<file path="config.mk">
export PLATFORM = sky130hd
export DESIGN_NAME = next_lexicographic_permutation_flat
export DESIGN_NICKNAME = d
export VERILOG_FILES = /design/src/rtl/core/nlp_pkg.sv /design/src/rtl/core/nlp_in_if.sv /design/src/rtl/core/nlp_out_if.sv /design/src/rtl/core/nlp_ram.sv /design/src/rtl/core/nlp_ctrl.sv /design/src/rtl/core/next_lexicographic_permutation.sv /design/src/flat_wrapper.sv
export SDC_FILE = /design/constraint.sdc
export NUM_CORES = 1
export LEC_CHECK = 0
export BUFFER_PORTS_ARGS = -buffer_cell sky130_fd_sc_hd__buf_2
export CORE_UTILIZATION = 26
export CTS_CLUSTER_SIZE = 28
export DETAILED_ROUTE_END_ITERATION = 8
export GPL_ROUTABILITY_DRIVEN = 1
export SKIP_LAST_GASP = 1
export SLEW_MARGIN = 20
export SYNTH_ARGS = -nofsm -noshare
export SYNTH_HDL_FRONTEND = slang
export SYNTH_HIERARCHICAL = 1
export SYNTH_SLANG_ARGS = --single-unit
</file>
<file path="constraint.sdc">
create_clock -name clk -period 6.3 [get_ports clk]
set_input_delay 0.63 -clock clk [delete_from_list [all_inputs] [get_ports clk]]
set_output_delay 0.63 -clock clk [all_outputs]
set_load 0.01 [all_outputs]
</file>
<file path="src/rtl/core/nlp_pkg.sv">
// Shared types and constants for the next-permutation engine.
// No dependencies; every other file in rtl/core except nlp_ram uses this package.
package nlp_pkg;

  // Payload width of the element fields on both channels
  localparam int ValueWidth = 8;

  // Per-result control from the sequencer to the output register
  typedef struct packed {
    logic load;   // load the read data into the output register
    logic last;   // final element of the emitted sequence
    logic wrap;   // sequence wrapped to ascending order
  } nlp_emit_t;

endpackage

</file>
<file path="src/rtl/core/nlp_in_if.sv">
// Input channel: one element of the current sequence per item.
// Depends on nlp_pkg for the payload width.
interface nlp_in_if;
  logic                            valid;
  logic                            ready;
  logic [nlp_pkg::ValueWidth-1:0]  element_value;
  logic                            last_element;

  modport source (output valid, output element_value, output last_element, input ready);
  modport sink   (input valid, input element_value, input last_element, output ready);
endinterface

</file>
<file path="src/rtl/core/nlp_out_if.sv">
// Output channel: one element of the next permutation per item.
// Depends on nlp_pkg for the payload width.
interface nlp_out_if;
  logic                            valid;
  logic                            ready;
  logic [nlp_pkg::ValueWidth-1:0]  next_value;
  logic                            last_result;
  logic                            wrapped;

  modport source (output valid, output next_value, output last_result, output wrapped,
                  input ready);
  modport sink   (input valid, input next_value, input last_result, input wrapped,
                  output ready);
endinterface

</file>
<file path="src/rtl/core/nlp_ram.sv">
// Generic single-write, single-read RAM with registered read data.
// No dependencies.
module nlp_ram #(
  parameter int WIDTH = 8,
  parameter int DEPTH = 16,
  localparam int AW   = (DEPTH > 1) ? $clog2(DEPTH) : 1
) (
  input  logic             clk,
  input  logic             we,
  input  logic [AW-1:0]    waddr,
  input  logic [WIDTH-1:0] wdata,
  input  logic [AW-1:0]    raddr,
  output logic [WIDTH-1:0] rdata
);

  logic [WIDTH-1:0] mem [DEPTH];

  always_ff @(posedge clk) begin
    if (we) begin
      mem[waddr] <= wdata;
    end
    rdata <= mem[raddr];
  end

endmodule

</file>
<file path="src/rtl/core/nlp_ctrl.sv">
// Sequencer: loads the sequence, scans for pivot and swap target with one
// shared comparator, then issues reads in permuted order. Uses nlp_pkg.
module nlp_ctrl #(
  parameter int MAX_ELEMS  = 16,
  parameter int ELEM_WIDTH = 8,
  localparam int AW = $clog2(MAX_ELEMS),
  localparam int CW = $clog2(MAX_ELEMS + 1)
) (
  input  logic                  clk,
  input  logic                  rst,
  input  logic                  in_valid,
  input  logic                  in_last,
  output logic                  in_ready,
  input  logic                  out_free,
  output logic                  ram_we,
  output logic [AW-1:0]         ram_waddr,
  output logic [AW-1:0]         ram_raddr,
  input  logic [ELEM_WIDTH-1:0] ram_rdata,
  output nlp_pkg::nlp_emit_t    emit
);

  localparam logic [2:0] S_LOAD   = 3'd0;
  localparam logic [2:0] S_SETUP  = 3'd1;
  localparam logic [2:0] S_PISSUE = 3'd2;
  localparam logic [2:0] S_PCMP   = 3'd3;
  localparam logic [2:0] S_JISSUE = 3'd4;
  localparam logic [2:0] S_JCMP   = 3'd5;
  localparam logic [2:0] S_EISSUE = 3'd6;
  localparam logic [2:0] S_EDATA  = 3'd7;

  logic [2:0]            state, state_next;
  logic [CW-1:0]         count, count_next;
  logic [CW-1:0]         n, n_next;
  logic [AW-1:0]         ptr, ptr_next;
  logic [AW-1:0]         pivot, pivot_next;
  logic [AW-1:0]         jidx, jidx_next;
  logic [AW-1:0]         k, k_next;
  logic [ELEM_WIDTH-1:0] prev, prev_next;
  logic                  have_prev, have_prev_next;
  logic                  wrap, wrap_next;
  logic                  echo, echo_next;

  logic                  room;
  logic [ELEM_WIDTH-1:0] cmp_a, cmp_b;
  logic                  lt;
  logic [CW:0]           rev_idx;
  logic [AW-1:0]         src;
  logic                  k_last;

  assign room = count < CW'(MAX_ELEMS);

  // Shared comparator: pivot scan tests rdata < prev, target scan prev < rdata
  always_comb begin
    if (state == S_JCMP) begin
      cmp_a = prev;
      cmp_b = ram_rdata;
    end else begin
      cmp_a = ram_rdata;
      cmp_b = prev;
    end
  end
  assign lt = cmp_a < cmp_b;

  // Mirrored index within the reversed range
  always_comb begin
    if (wrap) begin
      rev_idx = {1'b0, n} - (CW+1)'(k) - (CW+1)'(1);
    end else begin
      rev_idx = {1'b0, n} + (CW+1)'(pivot) - (CW+1)'(k);
    end
  end
  assign src    = rev_idx[AW-1:0];
  assign k_last = CW'(k) == (n - CW'(1));

  always_comb begin
    if (state != S_EISSUE) begin
      ram_raddr = ptr;
    end else if (echo) begin
      ram_raddr = k;
    end else if (wrap) begin
      ram_raddr = src;
    end else if (k < pivot) begin
      ram_raddr = k;
    end else if (k == pivot) begin
      ram_raddr = jidx;
    end else if (src == jidx) begin
      ram_raddr = pivot;
    end else begin
      ram_raddr = src;
    end
  end

  always_comb begin
    state_next     = state;
    count_next     = count;
    n_next         = n;
    ptr_next       = ptr;
    pivot_next     = pivot;
    jidx_next      = jidx;
    k_next         = k;
    prev_next      = prev;
    have_prev_next = have_prev;
    wrap_next      = wrap;
    echo_next      = echo;
    in_ready       = 1'b0;
    ram_we         = 1'b0;
    ram_waddr      = count[AW-1:0];
    emit           = '0;

    unique case (state)
      S_LOAD: begin
        in_ready = 1'b1;
        if (in_valid) begin
          // drop the element when the store is full
          ram_we = room;
          if (room) begin
            count_next = count + CW'(1);
          end
          if (in_last) begin
            n_next     = room ? count + CW'(1) : count;
            count_next = '0;
            state_next = S_SETUP;
          end
        end
      end
      S_SETUP: begin
        k_next         = '0;
        wrap_next      = 1'b0;
        have_prev_next = 1'b0;
        ptr_next       = AW'(n - CW'(1));
        if (n < CW'(2)) begin
          echo_next  = 1'b1;
          state_next = S_EISSUE;
        end else begin
          echo_next  = 1'b0;
          state_next = S_PISSUE;
        end
      end
      S_PISSUE: begin
        state_next = S_PCMP;
      end
      S_PCMP: begin
        prev_next      = ram_rdata;
        have_prev_next = 1'b1;
        if (have_prev && lt) begin
          pivot_next = ptr;
          ptr_next   = AW'(n - CW'(1));
          state_next = S_JISSUE;
        end else if (ptr == '0) begin
          // no ascent: reverse the whole sequence
          wrap_next  = 1'b1;
          state_next = S_EISSUE;
        end else begin
          ptr_next   = ptr - AW'(1);
          state_next = S_PISSUE;
        end
      end
      S_JISSUE: begin
        state_next = S_JCMP;
      end
      S_JCMP: begin
        if (lt) begin
          jidx_next  = ptr;
          state_next = S_EISSUE;
        end else begin
          ptr_next   = ptr - AW'(1);
          state_next = S_JISSUE;
        end
      end
      S_EISSUE: begin
        if (out_free) begin
          state_next = S_EDATA;
        end
      end
      S_EDATA: begin
        emit.load = 1'b1;
        emit.last = k_last;
        emit.wrap = wrap;
        if (k_last) begin
          state_next = S_LOAD;
        end else begin
          k_next     = k + AW'(1);
          state_next = S_EISSUE;
        end
      end
      default: begin
        state_next = S_LOAD;
      end
    endcase
  end

  always_ff @(posedge clk) begin
    if (rst) begin
      state <= S_LOAD;
      count <= '0;
    end else begin
      state <= state_next;
      count <= count_next;
    end
    n         <= n_next;
    ptr       <= ptr_next;
    pivot     <= pivot_next;
    jidx      <= jidx_next;
    k         <= k_next;
    prev      <= prev_next;
    have_prev <= have_prev_next;
    wrap      <= wrap_next;
    echo      <= echo_next;
  end

  a_count_bound: assert property (@(posedge clk) disable iff (rst)
    count <= CW'(MAX_ELEMS))
    else $error("element count beyond store depth");

  a_target_right: assert property (@(posedge clk) disable iff (rst)
    (state == S_JCMP && lt) |-> ptr > pivot)
    else $error("swap target not right of pivot");

  a_read_before_load: assert property (@(posedge clk) disable iff (rst)
    emit.load |-> $past(state) == S_EISSUE)
    else $error("output load without a prior read");

endmodule

</file>
<file path="src/rtl/core/next_lexicographic_permutation.sv">
// Next lexicographic permutation engine: top level.
// Channel din (sink) takes one element per item; last_element closes the
// sequence. Channel dout (source) returns the next permutation, one element
// per item, last_result on the final one, wrapped on every item when the
// input was the greatest permutation and the output is ascending order.
// Valid/ready on both sides; an item moves when both are high.
// din stays ready while a sequence loads. After the closing item of an
// n-element sequence the block passes a setup state, a pivot scan of up to
// n elements, a swap-target scan (each step an issue then a compare state),
// then an issue and a data state per result, all set by the single read
// port of the element store. din is not ready from the
// closing item until the final result has been loaded into the output
// register. A stalled receiver holds the output register and the sequencer
// waits. Synchronous reset empties the output register and the element
// count; store contents are not cleared. Elements beyond MAX_ELEMS are dropped.
// Depends on nlp_pkg, nlp_in_if, nlp_out_if, nlp_ram, nlp_ctrl.
module next_lexicographic_permutation #(
  parameter int MAX_ELEMS  = 16,
  parameter int ELEM_WIDTH = 8
) (
  input logic        clk,
  input logic        rst,
  nlp_in_if.sink     din,
  nlp_out_if.source  dout
);

  localparam int AW = $clog2(MAX_ELEMS);

  logic                  ram_we;
  logic [AW-1:0]         ram_waddr;
  logic [AW-1:0]         ram_raddr;
  logic [ELEM_WIDTH-1:0] ram_wdata;
  logic [ELEM_WIDTH-1:0] ram_rdata;
  logic                  out_free;
  logic                  ovalid;
  nlp_pkg::nlp_emit_t    emit;

  // keep only the low ELEM_WIDTH bits of the element
  assign ram_wdata = ELEM_WIDTH'(din.element_value);

  nlp_ram #(
    .WIDTH (ELEM_WIDTH),
    .DEPTH (MAX_ELEMS)
  ) u_store (
    .clk   (clk),
    .we    (ram_we),
    .waddr (ram_waddr),
    .wdata (ram_wdata),
    .raddr (ram_raddr),
    .rdata (ram_rdata)
  );

  nlp_ctrl #(
    .MAX_ELEMS  (MAX_ELEMS),
    .ELEM_WIDTH (ELEM_WIDTH)
  ) u_ctrl (
    .clk       (clk),
    .rst       (rst),
    .in_valid  (din.valid),
    .in_last   (din.last_element),
    .in_ready  (din.ready),
    .out_free  (out_free),
    .ram_we    (ram_we),
    .ram_waddr (ram_waddr),
    .ram_raddr (ram_raddr),
    .ram_rdata (ram_rdata),
    .emit      (emit)
  );

  // register is free next cycle if empty now or being taken now
  assign out_free   = !ovalid || dout.ready;
  assign dout.valid = ovalid;

  always_ff @(posedge clk) begin
    if (rst) begin
      ovalid <= 1'b0;
    end else if (emit.load) begin
      ovalid <= 1'b1;
    end else if (dout.ready) begin
      ovalid <= 1'b0;
    end
    if (emit.load) begin
      dout.next_value  <= nlp_pkg::ValueWidth'(ram_rdata);
      dout.last_result <= emit.last;
      dout.wrapped     <= emit.wrap;
    end
  end

endmodule
</file>
<file path="src/flat_wrapper.sv">
// flat-port wrapper written by rule: the top's interface ports become plain ports
module next_lexicographic_permutation_flat 
#(
  parameter int MAX_ELEMS  = 16,
  parameter int ELEM_WIDTH = 8
)
  (clk, rst, din_valid, din_element_value, din_last_element, din_ready, dout_valid, dout_next_value, dout_last_result, dout_wrapped, dout_ready);
  nlp_in_if din_i ();
  nlp_out_if dout_i ();
  input logic clk;
  input logic rst;
  input wire logic [$bits(din_i.valid)-1:0] din_valid;
  input wire logic [$bits(din_i.element_value)-1:0] din_element_value;
  input wire logic [$bits(din_i.last_element)-1:0] din_last_element;
  output wire logic [$bits(din_i.ready)-1:0] din_ready;
  output wire logic [$bits(dout_i.valid)-1:0] dout_valid;
  output wire logic [$bits(dout_i.next_value)-1:0] dout_next_value;
  output wire logic [$bits(dout_i.last_result)-1:0] dout_last_result;
  output wire logic [$bits(dout_i.wrapped)-1:0] dout_wrapped;
  input wire logic [$bits(dout_i.ready)-1:0] dout_ready;
  assign din_i.valid = din_valid;
  assign din_i.element_value = din_element_value;
  assign din_i.last_element = din_last_element;
  assign din_ready = din_i.ready;
  assign dout_valid = dout_i.valid;
  assign dout_next_value = dout_i.next_value;
  assign dout_last_result = dout_i.last_result;
  assign dout_wrapped = dout_i.wrapped;
  assign dout_i.ready = dout_ready;
  next_lexicographic_permutation #(.MAX_ELEMS(MAX_ELEMS), .ELEM_WIDTH(ELEM_WIDTH)) u_core (.clk(clk), .rst(rst), .din(din_i), .dout(dout_i));
endmodule
</file>
==> impl_metrics.json <==
{
  "leakage_nw": 3.17,
  "core_area_um2": 31600,
  "wire_per_inst_um": 17.5,
  "finClkSkew_ps": 19.9,
  "start_kind": "flip-flop",
  "cp.arrival_ps": 5180,
  "die_y_um": 182,
  "grt_pass1_wl_um": 27500,
  "ir_drop_mv": 0.172,
  "track_usage_pct": 11.0,
  "end_kind": "flip-flop",
  "maxClockFrequency_mhz": 205,
  "cts.sinks": 187,
  "setup_viol": 0,
  "drtIter0Drc": 378,
  "rows": 65,
  "synth_nets": 577,
  "io_buffers": 24,
  "cts_buffers": 17,
  "place_hpwl_um": 11900,
  "maxCapViolCount": 0,
  "synthCells": 544,
  "regArea_um2": 5450,
  "rsz0062_at_grt": "false",
  "routed_wl_um": 17200,
  "hold_end": "u_core/dout.valid",
  "ys_async_sr_fraction_pct": 0,
  "ant_nets": 0,
  "die_w_um": 182,
  "final_cell_mix": "edfxtp_1 (170), nor2_1 (35), nand2_1 (33)",
  "syn_area_per_cell_um2": 15.4,
  "diodes": 0,
  "status": "finished, final reports clean",
  "remaining_drc_errors": 0,
  "synth_ff_type": "edfxtp_1",
  "antenna_found_initial": 0,
  "drive_above_1_share_pct": 17.3,
  "hp-class": "in2reg",
  "grt_max_degree": 33,
  "htreeDepth": 4,
  "reg2reg_depth": 14,
  "power_w": 0.00308,
  "cts_tree": "yes",
  "hp-start": "dout_ready",
  "io_pins": 25,
  "cts_hold_buf": 0,
  "insertion_delay_ps": 430,
  "grt_pass1_vias": 4706,
  "cts_resized": 0,
  "synth_area_um2": 8400,
  "fin_crit_sh_pct": 77.4,
  "cts_setup_buffers": 0,
  "grt-ovfl-total": 0,
  "finalHoldViolations": 0,
  "multi_input_area_um2": 2700,
  "regToRegSetupSlack_ps": 1420,
  "tns_ps": 0,
  "start_util_pct": 26.5,
  "path_max_fanout": 21,
  "rr_endpoint": "u_core/u_store/rdata[0]",
  "final_common_cell": "edfxtp_1",
  "cts.path.max_buffers": 2,
  "nets": 605,
  "hold_depth": 3,
  "clkTransAtPathRegs_ps": 80,
  "slew_headroom_pct": 33.1,
  "yosysSeqAreaShare_pct": 64.8,
  "dieArea_um2": 33000,
  "dr.pass1.iters": 5,
  "finalMaxSlewViolations": 0,
  "vias": 4644,
  "ys_seq_elements": 187,
  "syn_to_final_growth_pct": 13.1,
  "synth_edf_count": 170,
  "r2r_start": "u_core/u_ctrl/n[1]",
  "ys_types": 67,
  "min_period_ps": 4880,
  "nFillCells": 3103,
  "vias_per_cell": 4.71,
  "yosys_warnings": 6,
  "tightestPinTransition_ps": 999,
  "root_buffer": "clkbuf_16",
  "critPathKind": "reg2reg",
  "power_density_nw_per_um2": 324,
  "required_ps": 6610,
  "gp_congestion": 0.864
}
final cells by class:
type	count	area share, %
tap	402	5.30
inverter	32	1.26
sequential	187	57.3
clock inverter	13	1.40
multi-input combinational	304	28.4
clock buffer	19	4.56
timing repair buffer	30	1.74
cell usage after synthesis (5+ instances only):
| master | n | area (um^2) |
|---|---|---|
| xor2_1 | 6 | 52.6 |
| nor2_1 | 35 | 131 |
| a31oi_1 | 5 | 31.3 |
| inv_1 | 32 | 120 |
| edfxtp_1 | 170 | 5100 |
| dfxtp_1 | 17 | 340 |
| nand3_1 | 14 | 70.1 |
| a22oi_1 | 18 | 135 |
| mux4_1 | 14 | 368 |
| ha_1 | 16 | 200 |
| mux2i_1 | 7 | 70.1 |
| xnor2_1 | 16 | 140 |
| mux4_2 | 18 | 405 |
| nor3_1 | 13 | 65.1 |
| nor2b_1 | 5 | 31.3 |
| buf_4 | 5 | 37.5 |
| nand2b_1 | 9 | 56.3 |
| a21oi_1 | 21 | 105 |
| nand2_1 | 33 | 124 |
| o21ai_0 | 8 | 40.0 |
worst max-delay path: stages (launching register included):
cell and delay, ps:
edfxtp_1 400, inv_1 130, fa_1 540, inv_1 70
fa_1 430, xnor2_1 220, mux2i_1 130, xor2_1 150
or3_1 430, nor4_1 250, o31a_2 690, buf_4 390
mux4_1 580, a22oi_1 250, nand2_1 80
per-stage QoR:
| stage | cell area (um^2) | setup WS [ps] | std cells | hold slack (ps) | util, % |
|---|---|---|---|---|---|
| CTS | 9500 | 1410 | 987 | 460 | 30.0 |
| detailed placement | 8930 | 1470 | 955 | 489 | 28.2 |
| global route | 9500 | 1140 | 987 | 479 | 30.0 |
| floorplan | 8400 | 2320 | 544 | 426 | - |
| finish | 9500 | 1420 | 987 | 482 | 30.0 |
| global placement | 8930 | 1510 | 955 | 488 | 28.2 |
worst max path at each step:
stage                             from                 endpoint  cells after the start
finish              u_core/u_ctrl/n[1]  u_core/u_store/rdata[0]                     14
global route        u_core/u_ctrl/k[1]  u_core/u_store/rdata[0]                     13
CTS                 u_core/u_ctrl/k[1]  u_core/u_store/rdata[0]                     13
detailed placement  u_core/u_ctrl/k[1]  u_core/u_store/rdata[0]                     13
global placement    u_core/u_ctrl/k[1]  u_core/u_store/rdata[0]                     13
floorplan           u_core/u_ctrl/k[1]  u_core/u_store/rdata[1]                     15
registers in the layout (all words and copies together), names as in the netlist, 5 cells and up:
name and cells:
u_core/dout.next_value 8, u_core/u_ctrl/count 5, u_core/u_ctrl/n 5, u_core/u_store/rdata 8, u_core/u_store/mem 128, u_core/u_ctrl/prev 8
layer usage:
metal | vias to the layer above | routed length [um] | global-route usage, % | share of wire [%]
met5 | - | 0 | 0 | 0
met4 | 0 | 92 | 2.81 | 0.53
met3 | 12 | 876 | 2.55 | 5.1
met2 | 133 | 8070 | 17.0 | 47
met1 | 2336 | 8200 | 15.4 | 48
li1 | 2163 | - | - | -
power by group:
part / internal, W / switching, W
registers: 0.00143 / 0.0000797
logic: 0.000242 / 0.000308
clock network: 0.000524 / 0.000490
cells by family (layout without fill, tap and decap cells):
kind of cell	after synthesis	after routing	synth area share (%)
AO/OA/AOI/OAI	81	81	6.97
XOR/XNOR	24	24	2.76
adder cells (fa/ha/maj)	23	23	3.69
buffers and inverters	53	94	3.16
flip-flops	187	187	64.8
multiplexers	41	41	10.3
AND/OR/NAND/NOR	135	135	8.27
Power figures use the tool's default switching activity.
